`config.mk`:
```
export PLATFORM = sky130hd
export DESIGN_NAME = bia_ram
export DESIGN_NICKNAME = d
export VERILOG_FILES = /design/src/rtl/core/bitmap_id_allocator_top_macros.svh /design/src/rtl/core/bia_ram.sv
export SDC_FILE = /design/constraint.sdc
export NUM_CORES = 2
export LEC_CHECK = 0
export CORE_AREA = 5 5 675 677
export CTS_CLUSTER_SIZE = 40
export DETAILED_ROUTE_END_ITERATION = 10
export DIE_AREA = 0 0 680 682
export DONT_BUFFER_PORTS = 1
export GPL_TIMING_DRIVEN = 0
export PLACE_DENSITY = 0.55
export SYNTH_ARGS = -nofsm -noshare
export SYNTH_HDL_FRONTEND = slang
export SYNTH_SLANG_ARGS = --single-unit
```
`constraint.sdc`:
```
create_clock -name clk -period 6.1 [get_ports clk]
set_input_delay 0.915 -clock clk [delete_from_list [all_inputs] [get_ports clk]]
set_output_delay 0.915 -clock clk [all_outputs]
set_load 0.1 [all_outputs]
```
`src/rtl/core/bitmap_id_allocator_top_macros.svh`:
```
// ----------------------------------------------------------------------------
// Assertion macros for the bitmap ID allocator
// Clocked implication checks, disabled while reset is asserted.
// ----------------------------------------------------------------------------
`ifndef BITMAP_ID_ALLOCATOR_TOP_MACROS_SVH
`define BITMAP_ID_ALLOCATOR_TOP_MACROS_SVH

// Same-cycle implication.
`define BIA_ASSERT_NOW(label, clk, rst_n, ante, cons) \
	label: assert property (@(posedge clk) disable iff (!rst_n) (ante) |-> (cons)) \
		else $error("assertion failed");

// Next-cycle implication.
`define BIA_ASSERT_NEXT(label, clk, rst_n, ante, cons) \
	label: assert property (@(posedge clk) disable iff (!rst_n) (ante) |=> (cons)) \
		else $error("assertion failed");

`endif

```
`src/rtl/core/bia_ram.sv`:
```
// ----------------------------------------------------------------------------
// bia_ram
// Simple dual-port RAM: one write port, one read port with registered data.
// ----------------------------------------------------------------------------
module bia_ram #(
	parameter int WIDTH = 32,
	parameter int DEPTH = 128
) (
	input  logic                     clk,
	input  logic                     wr_en,
	input  logic [$clog2(DEPTH)-1:0] wr_addr,
	input  logic [WIDTH-1:0]         wr_data,
	input  logic [$clog2(DEPTH)-1:0] rd_addr,
	output logic [WIDTH-1:0]         rd_data
);

	logic [WIDTH-1:0] mem_q [DEPTH];

	always_ff @(posedge clk) begin
		if (wr_en) begin
			mem_q[wr_addr] <= wr_data;
		end
		rd_data <= mem_q[rd_addr];
	end

endmodule
```
==> summary.md <==
| Metric | Value |
|---|---|
| Status | complete, but fails checks |
| Violated checks | max-capacitance violations, max-slew violations |
| Critical-path top delay cell | clkbuf_2 |
| DR iter-0 viols | 9759 |
| CP Launch Point | rd_addr[2] |
| Chip width | 680 µm |
| Min-delay worst type | input pin to register |
| Mean Syn Cell Area | 26.1 µm² |
| Clock Latency Late Sink | 0.99 ns |
| Max-cap violations | 1 |
| Cells after Synth | 5990 |
| H-Tree Level Count | 5 |
| CP Buf/Inv Count | 4 |
| Fmax | 219 MHz |
| Synth Warn # | 0 |
| Max VDD drop | 239 µV |
| Final worst slack | 1.53 ns |
| Most frequent CP cell | mux4_2 |
| Clock transition at path regs | 0.06 ns |
| Post-DRT Antenna Nets | 0 |
| Max stage delay on crit path | 0.74 ns |
| Syn Nets | 6038 |
| Hold wc startpoint | wr_data[4] |
| Sequential share of the synthesized area | 79.1% |
| DR vias | 70700 |
| Slew headroom | -1.84% |
| Clk buf depth | 4 |
| GPL Wtd Cong | 0.843 |
| Port Buf Inserts | 0 |
| Final setup fails | 0 |
| Startpoint types | input pin |
| Num CTS Buffers | 412 |
| Min Tclk post-route | 4.57 ns |
| Drt pass-1 iters | 5 |
| Post-Route WL | 432 mm |
| #FFs+latches synth | 4128 |
| Skew final | 0.0792 ns |
| Synth cell types | 17 |
| CTS resizes | 0 |
| Endpoints failing hold | 0 |
| Tightest Pin Transition | 1.53 ns |
| Power Density | 325 mW/mm² |
| First-pass GRT wire length | 592 mm |
| # IOs | 80 |
| Routed WL per cell | 33.3 µm |
| Vias per cell | 5.45 |
| Post-CTS Setup Bufs | 0 |
| Core ar. | 0.448 mm² |
| Clock root buffer | clkbuf_16 |
| Period utilization | 74.9% |
| Crit path DAT | 5.33 ns |
| CP delay by family, top | multiplexers |
| Static Leakage | 54.5 nW |
| Die height | 682 µm |
| Cell breakdown of the critical path | clkbuf_1, buf_2, clkbuf_2, clkbuf_1, mux4_2, mux4_2, mux4_2, mux2_2 |
| Pwr Total | 59.0 mW |
| Post-place setup slack | 0.565 ns |
| Critical path type | input pin to register |
| Worst hold slack | 0.0574 ns |
| DRC | 0 |
| HPWL Detailed | 279 mm |
| Die ar. | 0.464 mm² |
| Vias in the first global route | 71700 |
| Row cnt | 246 |
| Reg-to-reg startpoint | mem_q[119][17]$_DFFE_PP_ |
| Initial antenna violation count | 80 |
| Initial Utilization | 34.9% |
| RSZ-0062 raised after global routing | no |
| CTS tree | done |
| Cts hold-fix bufs | 12 |
| Sink Count | 4128 |
| Total grt overflow | 0 |
| Fraction of final layout cells sized beyond drive strength 1 | 34.2% |
| Critical path endpoint category | register |
| Largest net degree at the start of global routing | 129 |
| Nets | 6630 |
| Crit-path max FO | 10 |
| Mapped Area | 0.156 mm² |
| Max-slew violation count | 11 |
| Worst Path Required | 6.86 ns |
| Area Growth Syn to Fin | 16.1% |
| Overall Global Routing Usage | 18.3% |
stage by stage:
stage,setup TNS [ns],util [%],instances,area [µm²]
floorplan,0,-,5990,156000
global placement,-532.38,36.5,11900,164000
detailed placement,0,37.5,12100,168000
CTS,0,40.4,12900,181000
global route,0,40.5,12900,181000
finish,0,40.5,13000,181000
cells by family after synthesis:
family                 Yosys count  synth area share (%)
buffers and inverters          316                 0.839
flip-flops                    4128                  79.1
multiplexers                  1376                  19.6
AND/OR/NAND/NOR                170                 0.446
registers in the layout, summed over array words and instances (netlist names):
name,flops
mem_q,4096
rd_data,32
worst register-to-register path: stages (launching register included):
cell and delay (ns):
edfxtp_1 0.36, mux4_2 0.50, mux4_2 0.63, mux4_2 0.72, mux2_2 0.47
metal layers:
metal | share of wire, % | up-vias | global-route usage, %
met5 | 0.018 | - | 0
met4 | 2.9 | 12 | 5.48
met3 | 9.0 | 567 | 4.21
met2 | 48 | 3160 | 29.2
met1 | 40 | 39200 | 25.2
li1 | - | 27800 | -
synthesized netlist by cell type (all sizes together):
cell | number | share of area, %
edfxtp | 4096 | 79
buf | 134 | 0.40
mux4 | 1344 | 19
nand2b | 2 | 0.0080
clkbuf | 182 | 0.44
nand2 | 14 | 0.034
or3 | 1 | 0.0040
nand4 | 3 | 0.012
nor3 | 9 | 0.029
dfxtp | 32 | 0.41
nor2 | 122 | 0.29
nand3 | 12 | 0.038
nor2b | 7 | 0.028
mux2 | 32 | 0.23
power by group:
group	internal [mW]	switching, mW
clock network	13.9	10.7
registers	31.3	0.338
logic	1.12	1.61
total	46.3	12.7
cells in the final DEF (no fill, tap or decap), drive strengths merged:
| cell type | synthesis | routed |
|---|---|---|
| clkinv | 0 | 184 |
| dfxtp | 32 | 32 |
| nand2b | 2 | 2 |
| nand4 | 3 | 3 |
| nand2 | 14 | 14 |
| nor2 | 122 | 122 |
| edfxtp | 4096 | 4096 |
| nor3 | 9 | 9 |
| clkinvlp | 0 | 20 |
| inv | 0 | 13 |
| mux2 | 32 | 32 |
| buf | 134 | 298 |
| bufinv | 0 | 29 |
| mux4 | 1344 | 1344 |
| nor2b | 7 | 7 |
| diode | 0 | 92 |
| or3 | 1 | 1 |
| clkbuf | 182 | 689 |
| nand3 | 12 | 12 |
| dlygate4sd3 | 0 | 13 |
area by class of cell:
| cell class | count | area (µm²) |
|---|---|---|
| repair buffers | 178 | 3560 |
| fillers | 38700 | 267000 |
| clock buffers | 506 | 10900 |
| diodes | 92 | 230 |
| multi-input cells | 1546 | 32300 |
| plain buffers | 316 | 1350 |
| well taps | 5952 | 7450 |
| clock inverters | 246 | 2140 |
| flip-flops and latches | 4128 | 124000 |
path summary, 6_finish.rpt:
check | endpoint | slack, ns | cells after the start
worst max-delay path | rd_data[17]$_DFF_P_ | 1.53 | 8
worst min-delay path | mem_q[104][4]$_DFFE_PP_ | 0.06 | 0
worst max register to register | rd_data[17]$_DFF_P_ | 3.26 | 4
worst min register to register | rd_data[24]$_DFF_P_ | 1.23 | 4
Note: power is estimated with default switching activity, not from simulation.
